## config.mk

```make
export PLATFORM = sky130hd
export DESIGN_NAME = word_to_decimal_digits_unit
export DESIGN_NICKNAME = d
export VERILOG_FILES = /design/src/design/w2dd_pkg.sv /design/src/design/word_to_decimal_digits_unit.sv /design/src/design/w2dd_front.sv /design/src/design/w2dd_fifo.sv /design/src/design/w2dd_conv.sv /design/src/design/w2dd_emit.sv
export VERILOG_INCLUDE_DIRS = /design/src /design/src/design
export SDC_FILE = /design/constraint.sdc
export NUM_CORES = 1
export LEC_CHECK = 0
export BUFFER_PORTS_ARGS = -buffer_cell sky130_fd_sc_hd__buf_2
export CAP_MARGIN = 20
export CORE_ASPECT_RATIO = 0.7
export CORE_MARGIN = 1.5
export CORE_UTILIZATION = 29
export CTS_BUF_LIST = sky130_fd_sc_hd__clkbuf_4 sky130_fd_sc_hd__clkbuf_8
export DETAILED_ROUTE_END_ITERATION = 12
export PLACE_DENSITY = 0.43
export SYNTH_ARGS = -nofsm -noshare
export SYNTH_HDL_FRONTEND = slang
export SYNTH_SLANG_ARGS = --single-unit
export TNS_END_PERCENT = 10
```

## constraint.sdc

```tcl
create_clock -name clk -period 6.8 [get_ports clk]
set_input_delay 1.36 -clock clk [delete_from_list [all_inputs] [get_ports clk]]
set_output_delay 1.36 -clock clk [all_outputs]
set_load 0.02 [all_outputs]
```

## src/design/word_to_decimal_digits_unit_assert.svh

```systemverilog
// ----------------------------------------------------------------------------
// Assertion macros for the word to decimal digits unit
// Shared concurrent assertion forms, clocked on clk and held off in reset.
// ----------------------------------------------------------------------------
`ifndef WORD_TO_DECIMAL_DIGITS_UNIT_ASSERT_SVH
`define WORD_TO_DECIMAL_DIGITS_UNIT_ASSERT_SVH

// Same-cycle implication
`define W2DD_ASSERT_NOW(lbl, ante, cons, msg) \
	lbl: assert property (@(posedge clk) disable iff (!arst_n) (ante) |-> (cons)) \
		else $error(msg);

// Next-cycle implication
`define W2DD_ASSERT_NEXT(lbl, ante, cons, msg) \
	lbl: assert property (@(posedge clk) disable iff (!arst_n) (ante) |=> (cons)) \
		else $error(msg);

`endif

```

## src/design/w2dd_pkg.sv

```systemverilog
// ----------------------------------------------------------------------------
// w2dd_pkg
// Types and constants shared by the word to decimal digits unit.
// ----------------------------------------------------------------------------
package w2dd_pkg;

	// Longest integer result: 2^64-1 has twenty decimal digits
	localparam int MAX_DIGITS = 20;
	localparam int BCD_W      = MAX_DIGITS * 4;
	localparam int LIM_W      = 5;
	localparam int CHAR_W     = 6;
	localparam logic [CHAR_W-1:0] ASCII_ZERO = 6'd48;

	// Bits shifted into the BCD register per converter cycle
	localparam int BITS_PER_STEP = 4;

	// Output modes, carried on the input tuser
	typedef enum logic [1:0] {
		KIND_MIN_INT   = 2'd0,
		KIND_PAD_INT   = 2'd1,
		KIND_FULL_FRAC = 2'd2,
		KIND_LIM_FRAC  = 2'd3
	} w2dd_kind_t;

	// Converter sequencer states
	typedef enum logic [1:0] {
		CV_IDLE,
		CV_RUN,
		CV_DONE
	} w2dd_cv_state_t;

	// Classified job, as decided by the front part
	typedef struct packed {
		w2dd_kind_t       kind;
		logic [LIM_W-1:0] lim;   // clamped to the group size
		logic             err;   // value out of range, one error item
	} w2dd_job_t;

	// Converted job handed from converter to digit sequencer
	typedef struct packed {
		w2dd_job_t        job;
		logic [BCD_W-1:0] bcd;   // twenty BCD digits, least significant lowest
	} w2dd_conv_t;

	// 10^n, evaluated at elaboration
	function automatic logic [63:0] pow_ten(input int n);
		logic [63:0] p;
		p = 64'd1;
		for (int i = 0; i < n; i++) begin
			p = p * 64'd10;
		end
		return p;
	endfunction

endpackage

```

## src/design/word_to_decimal_digits_unit.sv

```systemverilog
// ----------------------------------------------------------------------------
// word_to_decimal_digits_unit
// Converts a binary word into ASCII decimal digits, one output item per digit.
// ----------------------------------------------------------------------------
// Each accepted word goes through a binary to BCD converter that shifts in
// four bits per cycle; the digit sequencer then sends one digit per cycle
// while the output is not stalled, up to 20. The converter works on the next
// word while the sequencer sends the current one. Words that give no digits
// (zero in minimal integer mode; zero value, or zero limit with an in-range
// value, in limited fraction mode) are dropped at the input. A value of
// 10^DIGITS_PER_WORD or more in modes 1 to 3 gives one item with tuser set.
// ----------------------------------------------------------------------------
module word_to_decimal_digits_unit #(
	parameter int WORD_BITS       = 64,
	parameter int DIGITS_PER_WORD = 19
) (
	input  logic        clk,
	input  logic        arst_n,
	input  logic        s_tvalid,
	output logic        s_tready,
	input  logic [71:0] s_tdata,    // value[63:0], digit_limit[68:64], zero fill
	input  logic [1:0]  s_tuser,    // kind[1:0]
	output logic        m_tvalid,
	input  logic        m_tready,
	output logic [7:0]  m_tdata,    // digit_char[5:0], zero fill
	output logic        m_tlast,    // is_last
	output logic [0:0]  m_tuser     // range_error[0]
);

	localparam int JOB_W   = $bits(w2dd_pkg::w2dd_job_t);
	localparam int Q_W     = WORD_BITS + JOB_W;
	localparam int Q_DEPTH = 2;

	logic                          q_full;
	logic                          q_push;
	logic [WORD_BITS-1:0]          f_value;
	w2dd_pkg::w2dd_job_t           f_job;
	logic                          q_valid;
	logic                          q_pop;
	logic [Q_W-1:0]                q_rdata;
	logic                          c_valid;
	logic                          c_ready;
	w2dd_pkg::w2dd_conv_t          c_data;
	logic [w2dd_pkg::CHAR_W-1:0]   out_char;
	logic                          out_err;

	// Front: accept and classify
	w2dd_front #(
		.WORD_BITS       (WORD_BITS),
		.DIGITS_PER_WORD (DIGITS_PER_WORD)
	) u_front (
		.clk      (clk),
		.arst_n   (arst_n),
		.s_tvalid (s_tvalid),
		.s_tready (s_tready),
		.s_tdata  (s_tdata),
		.s_tuser  (s_tuser),
		.q_full   (q_full),
		.q_push   (q_push),
		.q_value  (f_value),
		.q_job    (f_job)
	);

	// Job queue
	w2dd_fifo #(
		.W     (Q_W),
		.DEPTH (Q_DEPTH)
	) u_fifo (
		.clk    (clk),
		.arst_n (arst_n),
		.push   (q_push),
		.wdata  ({f_value, f_job}),
		.full   (q_full),
		.pop    (q_pop),
		.rdata  (q_rdata),
		.valid  (q_valid)
	);

	// Back: conversion
	w2dd_conv #(
		.WORD_BITS (WORD_BITS)
	) u_conv (
		.clk     (clk),
		.arst_n  (arst_n),
		.q_valid (q_valid),
		.q_pop   (q_pop),
		.q_value (q_rdata[Q_W-1:JOB_W]),
		.q_job   (w2dd_pkg::w2dd_job_t'(q_rdata[JOB_W-1:0])),
		.c_valid (c_valid),
		.c_ready (c_ready),
		.c_data  (c_data)
	);

	// Back: digit sequencing
	w2dd_emit #(
		.DIGITS_PER_WORD (DIGITS_PER_WORD)
	) u_emit (
		.clk      (clk),
		.arst_n   (arst_n),
		.c_valid  (c_valid),
		.c_ready  (c_ready),
		.c_data   (c_data),
		.m_tvalid (m_tvalid),
		.m_tready (m_tready),
		.out_char (out_char),
		.out_last (m_tlast),
		.out_err  (out_err)
	);

	assign m_tdata = {2'b00, out_char};
	assign m_tuser = out_err;

endmodule

```

## src/design/w2dd_front.sv

```systemverilog
// ----------------------------------------------------------------------------
// w2dd_front
// Accepts input items, range-checks and clamps them, drops items that give
// no result and pushes the rest as jobs into the queue.
// ----------------------------------------------------------------------------
module w2dd_front #(
	parameter int WORD_BITS       = 64,
	parameter int DIGITS_PER_WORD = 19
) (
	input  logic                       clk,
	input  logic                       arst_n,
	input  logic                       s_tvalid,
	output logic                       s_tready,
	input  logic [71:0]                s_tdata,   // value[63:0], digit_limit[68:64]
	input  logic [1:0]                 s_tuser,   // kind[1:0]
	input  logic                       q_full,
	output logic                       q_push,
	output logic [WORD_BITS-1:0]       q_value,
	output w2dd_pkg::w2dd_job_t        q_job
);

	localparam logic [63:0] GROUP_BASE = w2dd_pkg::pow_ten(DIGITS_PER_WORD);
	localparam logic [w2dd_pkg::LIM_W-1:0] GROUP_DIGITS =
		w2dd_pkg::LIM_W'(DIGITS_PER_WORD);

	w2dd_pkg::w2dd_kind_t            kind;
	logic [WORD_BITS-1:0]            value;
	logic [w2dd_pkg::LIM_W-1:0]      lim_raw;
	logic [w2dd_pkg::LIM_W-1:0]      lim;
	logic                            err;
	logic                            is_zero;
	logic                            drop;
	logic                            accept;

	// Unpack the item
	assign kind    = w2dd_pkg::w2dd_kind_t'(s_tuser);
	assign value   = s_tdata[WORD_BITS-1:0];
	assign lim_raw = s_tdata[68:64];
	assign is_zero = (value == '0);

	// Classification
	always_comb begin
		err  = (kind != w2dd_pkg::KIND_MIN_INT) && (64'(value) >= GROUP_BASE);
		lim  = (lim_raw > GROUP_DIGITS) ? GROUP_DIGITS : lim_raw;
		drop = 1'b0;
		case (kind)
			w2dd_pkg::KIND_MIN_INT:  drop = is_zero;
			w2dd_pkg::KIND_LIM_FRAC: drop = !err && (is_zero || (lim == '0));
			default:                 drop = 1'b0;
		endcase
	end

	assign s_tready = !q_full;
	assign accept   = s_tvalid && s_tready;
	assign q_push   = accept && !drop;
	assign q_value  = value;
	assign q_job    = '{kind: kind, lim: lim, err: err};

	`include "word_to_decimal_digits_unit_assert.svh"

	`W2DD_ASSERT_NOW(a_front_no_push_full, q_push, !q_full, "push into a full queue")

endmodule

```

## src/design/w2dd_fifo.sv

```systemverilog
// ----------------------------------------------------------------------------
// w2dd_fifo
// Short job queue between the front and back parts, in flip-flops.
// DEPTH must be a power of two, two or more.
// ----------------------------------------------------------------------------
module w2dd_fifo #(
	parameter int W     = 8,
	parameter int DEPTH = 2
) (
	input  logic         clk,
	input  logic         arst_n,
	input  logic         push,
	input  logic [W-1:0] wdata,
	output logic         full,
	input  logic         pop,
	output logic [W-1:0] rdata,
	output logic         valid
);

	localparam int AW = $clog2(DEPTH);

	logic [W-1:0]  mem_q [DEPTH];
	logic [AW-1:0] wptr_q;
	logic [AW-1:0] rptr_q;
	logic [AW:0]   count_q;
	logic          do_pop;

	assign full   = (count_q == (AW+1)'(DEPTH));
	assign valid  = (count_q != '0);
	assign rdata  = mem_q[rptr_q];
	assign do_pop = pop && valid;

	// Pointers and fill level
	always_ff @(posedge clk or negedge arst_n) begin
		if (!arst_n) begin
			wptr_q  <= '0;
			rptr_q  <= '0;
			count_q <= '0;
		end else begin
			if (push) begin
				wptr_q <= wptr_q + 1'b1;
			end
			if (do_pop) begin
				rptr_q <= rptr_q + 1'b1;
			end
			if (push && !do_pop) begin
				count_q <= count_q + 1'b1;
			end else if (!push && do_pop) begin
				count_q <= count_q - 1'b1;
			end
		end
	end

	// Storage
	always_ff @(posedge clk) begin
		if (push) begin
			mem_q[wptr_q] <= wdata;
		end
	end

	`include "word_to_decimal_digits_unit_assert.svh"

	`W2DD_ASSERT_NOW(a_fifo_level, 1'b1, count_q <= (AW+1)'(DEPTH), "queue level above depth")

endmodule

```

## src/design/w2dd_conv.sv

```systemverilog
// ----------------------------------------------------------------------------
// w2dd_conv
// Binary to BCD converter: shift-and-add-three, four bits per cycle.
// Out-of-range jobs skip the conversion.
// ----------------------------------------------------------------------------
module w2dd_conv #(
	parameter int WORD_BITS = 64
) (
	input  logic                  clk,
	input  logic                  arst_n,
	input  logic                  q_valid,
	output logic                  q_pop,
	input  logic [WORD_BITS-1:0]  q_value,
	input  w2dd_pkg::w2dd_job_t   q_job,
	output logic                  c_valid,
	input  logic                  c_ready,
	output w2dd_pkg::w2dd_conv_t  c_data
);

	localparam int BPS    = w2dd_pkg::BITS_PER_STEP;
	localparam int STEPS  = (WORD_BITS + BPS - 1) / BPS;
	localparam int SH_W   = STEPS * BPS;
	localparam int STEP_W = $clog2(STEPS);
	localparam int BCD_W  = w2dd_pkg::BCD_W;

	w2dd_pkg::w2dd_cv_state_t state_q;
	w2dd_pkg::w2dd_cv_state_t state_d;
	w2dd_pkg::w2dd_job_t      job_q;
	logic [SH_W-1:0]          sh_q;
	logic [BCD_W-1:0]         bcd_q;
	logic [STEP_W-1:0]        cnt_q;
	logic [SH_W-1:0]          sh_d;
	logic [BCD_W-1:0]         bcd_d;
	logic                     load;

	// Next state
	always_comb begin
		state_d = state_q;
		case (state_q)
			w2dd_pkg::CV_IDLE: begin
				if (q_valid) begin
					state_d = q_job.err ? w2dd_pkg::CV_DONE : w2dd_pkg::CV_RUN;
				end
			end
			w2dd_pkg::CV_RUN: begin
				if (cnt_q == '0) begin
					state_d = w2dd_pkg::CV_DONE;
				end
			end
			w2dd_pkg::CV_DONE: begin
				if (c_ready) begin
					state_d = w2dd_pkg::CV_IDLE;
				end
			end
			default: state_d = w2dd_pkg::CV_IDLE;
		endcase
	end

	// Outputs
	always_comb begin
		q_pop   = 1'b0;
		c_valid = 1'b0;
		case (state_q)
			w2dd_pkg::CV_IDLE: q_pop   = q_valid;
			w2dd_pkg::CV_DONE: c_valid = 1'b1;
			default: begin
				q_pop   = 1'b0;
				c_valid = 1'b0;
			end
		endcase
	end

	assign load   = q_pop;
	assign c_data = '{job: job_q, bcd: bcd_q};

	// Four dabble steps: add three to digits of five or more, then shift in
	always_comb begin
		logic [BCD_W-1:0] b;
		logic [SH_W-1:0]  s;
		b = bcd_q;
		s = sh_q;
		for (int k = 0; k < BPS; k++) begin
			for (int j = 0; j < w2dd_pkg::MAX_DIGITS; j++) begin
				if (b[j*4 +: 4] >= 4'd5) begin
					b[j*4 +: 4] = b[j*4 +: 4] + 4'd3;
				end
			end
			b = {b[BCD_W-2:0], s[SH_W-1]};
			s = {s[SH_W-2:0], 1'b0};
		end
		bcd_d = b;
		sh_d  = s;
	end

	always_ff @(posedge clk or negedge arst_n) begin
		if (!arst_n) begin
			state_q <= w2dd_pkg::CV_IDLE;
		end else begin
			state_q <= state_d;
		end
	end

	// Datapath
	always_ff @(posedge clk) begin
		if (load) begin
			job_q <= q_job;
			sh_q  <= SH_W'(q_value);
			bcd_q <= '0;
			cnt_q <= STEP_W'(STEPS - 1);
		end else if (state_q == w2dd_pkg::CV_RUN) begin
			sh_q  <= sh_d;
			bcd_q <= bcd_d;
			cnt_q <= cnt_q - 1'b1;
		end
	end

	`include "word_to_decimal_digits_unit_assert.svh"

	`W2DD_ASSERT_NOW(a_conv_run_no_err, state_q == w2dd_pkg::CV_RUN, !job_q.err, "error job converted")

endmodule

```

## src/design/w2dd_emit.sv

```systemverilog
// ----------------------------------------------------------------------------
// w2dd_emit
// Digit sequencer: walks the BCD digits in the order the mode asks for and
// sends one ASCII digit per cycle, while the output is not stalled, through an output register.
// ----------------------------------------------------------------------------
module w2dd_emit #(
	parameter int DIGITS_PER_WORD = 19
) (
	input  logic                              clk,
	input  logic                              arst_n,
	input  logic                              c_valid,
	output logic                              c_ready,
	input  w2dd_pkg::w2dd_conv_t              c_data,
	output logic                              m_tvalid,
	input  logic                              m_tready,
	output logic [w2dd_pkg::CHAR_W-1:0]       out_char,
	output logic                              out_last,
	output logic                              out_err
);

	localparam int BCD_W = w2dd_pkg::BCD_W;
	localparam int TOP   = DIGITS_PER_WORD * 4 - 1;
	localparam int LOW_W = (DIGITS_PER_WORD - 1) * 4;

	logic                        busy_q;
	w2dd_pkg::w2dd_kind_t        kind_q;
	logic                        err_q;
	logic [w2dd_pkg::LIM_W-1:0]  cnt_q;
	logic [BCD_W-1:0]            dig_q;
	logic                        out_valid_q;
	logic [w2dd_pkg::CHAR_W-1:0] out_char_q;
	logic                        out_last_q;
	logic                        out_err_q;
	logic                        step;
	logic                        last;
	logic                        lsb_first;
	logic [3:0]                  cur;
	logic [w2dd_pkg::CHAR_W-1:0] cur_char;

	assign step      = busy_q && (!out_valid_q || m_tready);
	assign lsb_first = kind_q inside {w2dd_pkg::KIND_MIN_INT, w2dd_pkg::KIND_PAD_INT};
	assign cur       = lsb_first ? dig_q[3:0] : dig_q[TOP -: 4];
	assign cur_char  = err_q ? '0 : (w2dd_pkg::ASCII_ZERO | w2dd_pkg::CHAR_W'(cur));

	// End of the job
	always_comb begin
		if (err_q) begin
			last = 1'b1;
		end else begin
			case (kind_q)
				w2dd_pkg::KIND_MIN_INT:  last = (dig_q[BCD_W-1:4] == '0);
				w2dd_pkg::KIND_LIM_FRAC: last = (cnt_q == 5'd1) || (dig_q[LOW_W-1:0] == '0);
				default:                 last = (cnt_q == 5'd1);
			endcase
		end
	end

	assign c_ready = !busy_q || (step && last);

	// Sequencer control
	always_ff @(posedge clk or negedge arst_n) begin
		if (!arst_n) begin
			busy_q      <= 1'b0;
			out_valid_q <= 1'b0;
		end else begin
			if (c_valid && c_ready) begin
				busy_q <= 1'b1;
			end else if (step && last) begin
				busy_q <= 1'b0;
			end
			if (step) begin
				out_valid_q <= 1'b1;
			end else if (m_tready) begin
				out_valid_q <= 1'b0;
			end
		end
	end

	// Digit register and output register; minimal integers may run to twenty digits
	always_ff @(posedge clk) begin
		if (c_valid && c_ready) begin
			kind_q <= c_data.job.kind;
			err_q  <= c_data.job.err;
			dig_q  <= c_data.bcd;
			if ((c_data.job.kind == w2dd_pkg::KIND_LIM_FRAC) && !c_data.job.err) begin
				cnt_q <= c_data.job.lim;
			end else if (c_data.job.kind == w2dd_pkg::KIND_MIN_INT) begin
				cnt_q <= w2dd_pkg::LIM_W'(w2dd_pkg::MAX_DIGITS);
			end else begin
				cnt_q <= w2dd_pkg::LIM_W'(DIGITS_PER_WORD);
			end
		end else if (step) begin
			dig_q <= lsb_first ? (dig_q >> 4) : (dig_q << 4);
			cnt_q <= cnt_q - 1'b1;
		end
		if (step) begin
			out_char_q <= cur_char;
			out_last_q <= last;
			out_err_q  <= err_q;
		end
	end

	assign m_tvalid = out_valid_q;
	assign out_char = out_char_q;
	assign out_last = out_last_q;
	assign out_err  = out_err_q;

	`include "word_to_decimal_digits_unit_assert.svh"

	`W2DD_ASSERT_NOW(a_emit_cnt_live, busy_q, cnt_q != '0, "digit count ran out while busy")
	`W2DD_ASSERT_NOW(a_emit_err_item, out_valid_q && out_err_q, (out_char_q == '0) && out_last_q, "error item malformed")
	`W2DD_ASSERT_NEXT(a_emit_hold, out_valid_q && !m_tready, out_valid_q, "stalled item dropped")

endmodule

```

**After elaboration in Yosys (flattened, before gate mapping)**

Memories as Yosys holds them, arrays and structs flattened.
Cells that the tools add are included.

- $add $sub $neg: 86
- $lt $le $gt $ge: 82
- Equal/unequal tests: 11
- Mux-type cells: 110
- Reductions and logical operators: 41

Operator list:

| kind | number |
|---|---|
| $ge 4x3->1 const B | 80 |
| $mux 4 | 77 |
| $add 4x2->4 const B | 76 |
| $mux 80 | 3 |
| $mux 64 | 2 |
| $logic_not 76->1 | 1 |
| $logic_not 72->1 | 1 |
| $ge 64x64->1 const B | 1 |
| $logic_not 64->1 | 1 |
| $mux 5 | 4 |
| $reduce_bool 2->1 | 8 |
| $mux 3 | 5 |
| $add 3x2->3 const B | 4 |
| $mux 2 | 6 |
| $logic_and 1x1->1 | 11 |
| $eq 2x2->1 const B | 5 |
| $mux 1 | 9 |
| $logic_not 1->1 | 8 |
| $logic_not 2->1 | 4 |
| $mux 6 | 1 |
| $ne 2x1->1 const B | 3 |
| $pmux 2 s3 | 1 |
| $eq 5x1->1 const B | 1 |
| $gt 5x5->1 const B | 1 |
| other kinds (11) | 17 |

- Flip-flop bits (word level): 260
- RAM bits: 144
- Input port bits: 78
- Output and inout port bits: 12
- Memories kept: 1

Memory list:

| memory | depth | bits a word | read ports | clocked after Yosys merged registers in | wr ports | RTL line | RTL |
|---|---|---|---|---|---|---|---|
| u_fifo.mem_q | 2 | 72 | 1 | 0 | 1 | w2dd_fifo.sv:22 | `logic [W-1:0] mem_q [DEPTH];` |

**Longest topological paths before layout**

- Word-level depth: 12
- Gate-level depth with buffers: 20
- Depth with buffers taken out: 20

**Modules after synthesis**

From an unflattened synthesis, not the netlist that was laid out.

- Cell total of the unflattened synthesis: 2915
- Area total of the unflattened synthesis: 27139.8 µm²

By module, submodules not included:

| module | times used | cells each | area each (µm²) | sequential area each (µm²) |
|---|---|---|---|---|
| w2dd_conv | 1 | 1997 | 15249.6 | 3893.7 |
| w2dd_fifo | 1 | 240 | 5734.2 | 4424.2 |
| w2dd_emit | 1 | 538 | 5165.0 | 2902.8 |
| w2dd_front | 1 | 137 | 972.2 | 0.0 |
| word_to_decimal_digits_unit | 1 | 3 | 18.8 | 0.0 |

**Worst setup path before layout**

No wires, ideal clock.

- Path type: input to register
- From: input s_tdata[62]
- To: memory u_fifo.mem_q[0][0] (netlist name) (enable)
- Setup time: 0.511 ns
- Arrival: 5.914 ns
- Data required time: 6.289 ns
- Setup slack: 0.375 ns
- Stages on the path: 6
- Path through: or3_1 or3_1 nor4_1 o311a_1 o21a_1 nor2b_1

RTL lines:

| item | RTL line | RTL |
|---|---|---|
| from (decl) | word_to_decimal_digits_unit.sv:21 | `input logic [71:0] s_tdata,` |
| to (decl) | w2dd_fifo.sv:22 |  |

**Final worst setup path**

- From: register u_emit.kind_q[1]
- To: register u_emit.dig_q[46], data pin

- Longest elaborated chain between the ends: 7

RTL lines:

| item | RTL line | RTL |
|---|---|---|
| from (decl) | w2dd_emit.sv:26 | `w2dd_pkg::w2dd_kind_t kind_q;` |
| from (signal assigned) | w2dd_emit.sv:82 | `kind_q <= c_data.job.kind;` |
| $eq 2x2->1 / $logic_not 2->1 (equally long branches) | w2dd_emit.sv:50, w2dd_emit.sv:41 |  |
| $pmux 1 s2 | w2dd_emit.sv:50 | `case (kind_q)` |
| $mux 1 | w2dd_emit.sv:47 | `if (err_q) begin` |
| $logic_and 1x1->1 | w2dd_emit.sv:58 | `assign c_ready = !busy_q \|\| (step && last);` |
| $logic_or 1x1->1 | w2dd_emit.sv:58 |  |
| $logic_and 1x1->1 | w2dd_emit.sv:81 | `if (c_valid && c_ready) begin` |
| $mux 80 * | w2dd_emit.sv:81 |  |
| to (signal assigned) | w2dd_emit.sv:84 | `dig_q <= c_data.bcd;` |
| to (signal assigned) | w2dd_emit.sv:93 | `dig_q <= lsb_first ? (dig_q >> 4) : (dig_q << 4);` |
| to (decl) | w2dd_emit.sv:29 | `logic [BCD_W-1:0] dig_q;` |

Mark *: on every way between the ends. The rest lies on a longest branch, timed or not. The select of a mux whose other input is x is not followed.
A chain may end at the register's enable or synchronous reset.

==> results.sh <==
export IMPL_fp_row_count=91
export IMPL_layout_worst_path_cycle_share_pct=70.22
export IMPL_cp_arrival_ns=5.14
export IMPL_core_mm2=0.08813
export IMPL_htreeDepth=3
export IMPL_routed_wl_met2_um=29760
export IMPL_synth_cell_types=88
export IMPL_wl_met1_um=39260
export IMPL_startpoint_type="flip-flop"
export IMPL_cts_hold_buffers_added=0
export IMPL_cts_buffers=72
export IMPL_grt_pass1_wl_um=113800
export IMPL_cp_end_kind="flip-flop"
export IMPL_syn_area_per_cell_um2=9.407
export IMPL_final_common_cell="edfxtp_1"
export IMPL_wl_met3_um=2795
export IMPL_ys_seq_area_share_pct=43.44
export IMPL_grt_pass1_vias=19980
export IMPL_routed_top_layer="met4"
export IMPL_grt_setup_unrepaired="no"
export IMPL_max_cap_violations=0
export IMPL_initial_utilization_pct=29.31
export IMPL_die_w_um=359.7
export IMPL_yosysTopAreaCellShare_pct=36.15
export IMPL_drv_slew=0
export IMPL_first_pass_iters=7
export IMPL_r2r_start="u_emit.kind_q[1]$_DFFE_PP_"
export IMPL_finalCriticalPeriod_ns=4.775
export IMPL_dieArea_mm2=0.09090
export IMPL_startpoint="u_emit.kind_q[1]$_DFFE_PP_"
export IMPL_fin_setup_tns_ns=0
export IMPL_dp_slack_ns=2.022
export IMPL_wire_per_inst_um=18.12
export IMPL_post_cts_resized=0
export IMPL_place_hpwl_um=51570
export IMPL_viasPerCell=5.265
export IMPL_clk_latency_ns=0.65
export IMPL_syn2layout_area_growth_pct=11.77
export IMPL_antenna_found_initial=0
export IMPL_cts_setup_buffers=0
export IMPL_fin_nets=2965
export IMPL_ys_top_cells_by_area="edfxtp_1 (36%), mux2i_1 (7.6%), dfxtp_1 (6.5%)"
export IMPL_layout_setup_ws_ns=2.025
export IMPL_drtIter0Drc=1696
export IMPL_skew_ns=0.03206
export IMPL_final_cell_mix="edfxtp_1 (311), nand2_1 (308), o21ai_0 (276), mux2i_1 (197)"
export IMPL_io_buffers=84
export IMPL_ys_flop_type="edfxtp_1"
export IMPL_antennaDiodeCount=0
export IMPL_async_flop_share_pct=1.985
export IMPL_relSlewSlack_pct=31.68
export IMPL_grt_total_usage_pct=15.54
export IMPL_crit_required_ns=7.16
export IMPL_grt_remaining_overflow=0
export IMPL_tightest_slew_ns=1.025
export IMPL_grt_max_degree=112
export IMPL_syn_area_mm2=0.02583
export IMPL_hold_class="reg2reg"
export IMPL_path_max_fanout=111
export IMPL_clk_path_buf_depth=3
export IMPL_cts_sinks=403
export IMPL_synth_warnings=0
export IMPL_cts_tree="yes"
export IMPL_drtAntennaViolNets=0
export IMPL_synth_edff_count=311
export IMPL_critPathCapture="u_emit.dig_q[46]$_DFFE_PP_"
export IMPL_drive_above_1_share_pct=11.07
export IMPL_clock_tree_root_cell="clkbuf_8"
export IMPL_holdWs_ns=0.4676
export IMPL_setup_viol=0
export IMPL_ys_seq_elements=403
export IMPL_routed_wirelength_um=72800
export IMPL_drc=0
export IMPL_ios=90
export IMPL_synthCells=2746
export IMPL_r2r_cells=13
export IMPL_reg2reg_slack_ns=2.02
export IMPL_vias=21150
export IMPL_hold_viol_final=0
export IMPL_crit_type="reg2reg"
export IMPL_chipHeight_um=252.7
export IMPL_place_gp_congestion=0.8277
export IMPL_fmax_mhz=209.4
export IMPL_yosys_area_top_type="edfxtp_1"
export IMPL_status="finished clean"
export IMPL_r2r_end="u_emit.dig_q[46]$_DFFE_PP_"
export IMPL_cts_clk_slew_worst_paths_ns=0.06
[cells by family after synthesis]
group / share of synthesized area (%)
buf+inv: 4.263
simple gates: 17.73
other cells: 0.01452
compound gates: 20.93
xor+xnor: 1.017
fa+ha+maj: 4.263
mux: 8.346
flops: 43.44
[per-layer routing]
metal | global-route usage, % | up-vias
met3 | 2.256 | 78
met4 | 2.954 | 0
met1 | 24.15 | 10220
li1 | - | 10430
met5 | 0 | -
met2 | 22.56 | 425
[synth_stat cells (all sizes together) (59+ instances only)]
library cell  count
nor2            157
clkbuf           87
nand3            73
o21ai           286
nor3             63
inv             157
dfxtp            84
and2             70
mux2i           197
nand2           311
o211ai           59
a21oi           100
edfxtp          311
ha               88
[sequential cells by signal, summed over array words and instances (netlist names)]
signal,cells
u_conv.state_q,2
u_fifo.mem_q,144
u_conv.cnt_q,4
u_emit.dig_q,80
u_conv.c_data,8
u_conv.bcd_q,80
u_emit.m_tvalid,1
u_emit.out_last,1
u_emit.cnt_q,5
u_fifo.count_q,2
u_emit.out_char,5
u_fifo.wptr_q,1
u_emit.err_q,1
u_fifo.rptr_q,1
u_emit.kind_q,2
u_emit.busy_q,1
u_conv.sh_q,64
u_emit.out_err,1
[how the worst min path moves through the flow]
stage,startpoint,to,slack [ns],cells past startpoint
detailed placement,u_conv.sh_q[60]$_DFFE_PP_,u_conv.bcd_q[0]$_SDFFE_PP0P_,0.47,2
finish,u_conv.sh_q[60]$_DFFE_PP_,u_conv.bcd_q[0]$_SDFFE_PP0P_,0.47,2
global route,arst_n,u_fifo.rptr_q$_DFFE_PN0P_,0.49,1
floorplan,u_conv.sh_q[60]$_DFFE_PP_,u_conv.bcd_q[0]$_SDFFE_PP0P_,0.42,2
global placement,u_conv.sh_q[60]$_DFFE_PP_,u_conv.bcd_q[0]$_SDFFE_PP0P_,0.47,2
CTS,arst_n,u_fifo.wptr_q$_DFFE_PN0P_,0.48,1
[per-stage QoR]
step	cell area [um^2]	instances	utilization [%]
finish	28870	4017	32.76
floorplan	25830	2747	-
global placement	27370	3887	31.05
CTS	28870	4017	32.76
global route	28870	4017	32.76
detailed placement	27370	3887	31.05
[worst max-delay path, stage by stage (launching register included)]
cell	delay, ns
edfxtp_1	0.32
buf_4	0.49
inv_1	0.23
ha_1	0.37
nor4_1	0.25
nand4_1	0.13
nor4_1	0.37
a31oi_1	0.27
o21ai_1	0.27
nand3b_1	0.10
buf_4	0.23
inv_4	0.72
buf_4	0.48
o21ai_0	0.17
[layout make-up]
| class | count | area (um^2) |
|---|---|---|
| Inverter | 158 | 598.1 |
| Sequential cell | 403 | 11220 |
| Clock buffer | 110 | 1320 |
| Timing Repair Buffer | 98 | 538.0 |
| Fill cell | 9071 | 59260 |
| Multi-Input combinational cell | 2066 | 13550 |
| Clock inverter | 20 | 182.7 |
| Tap cell | 1162 | 1454 |
Power is left out: the tool's default activity adds up to more than one toggle a clock period on the data nets, which glitch-free logic cannot reach.
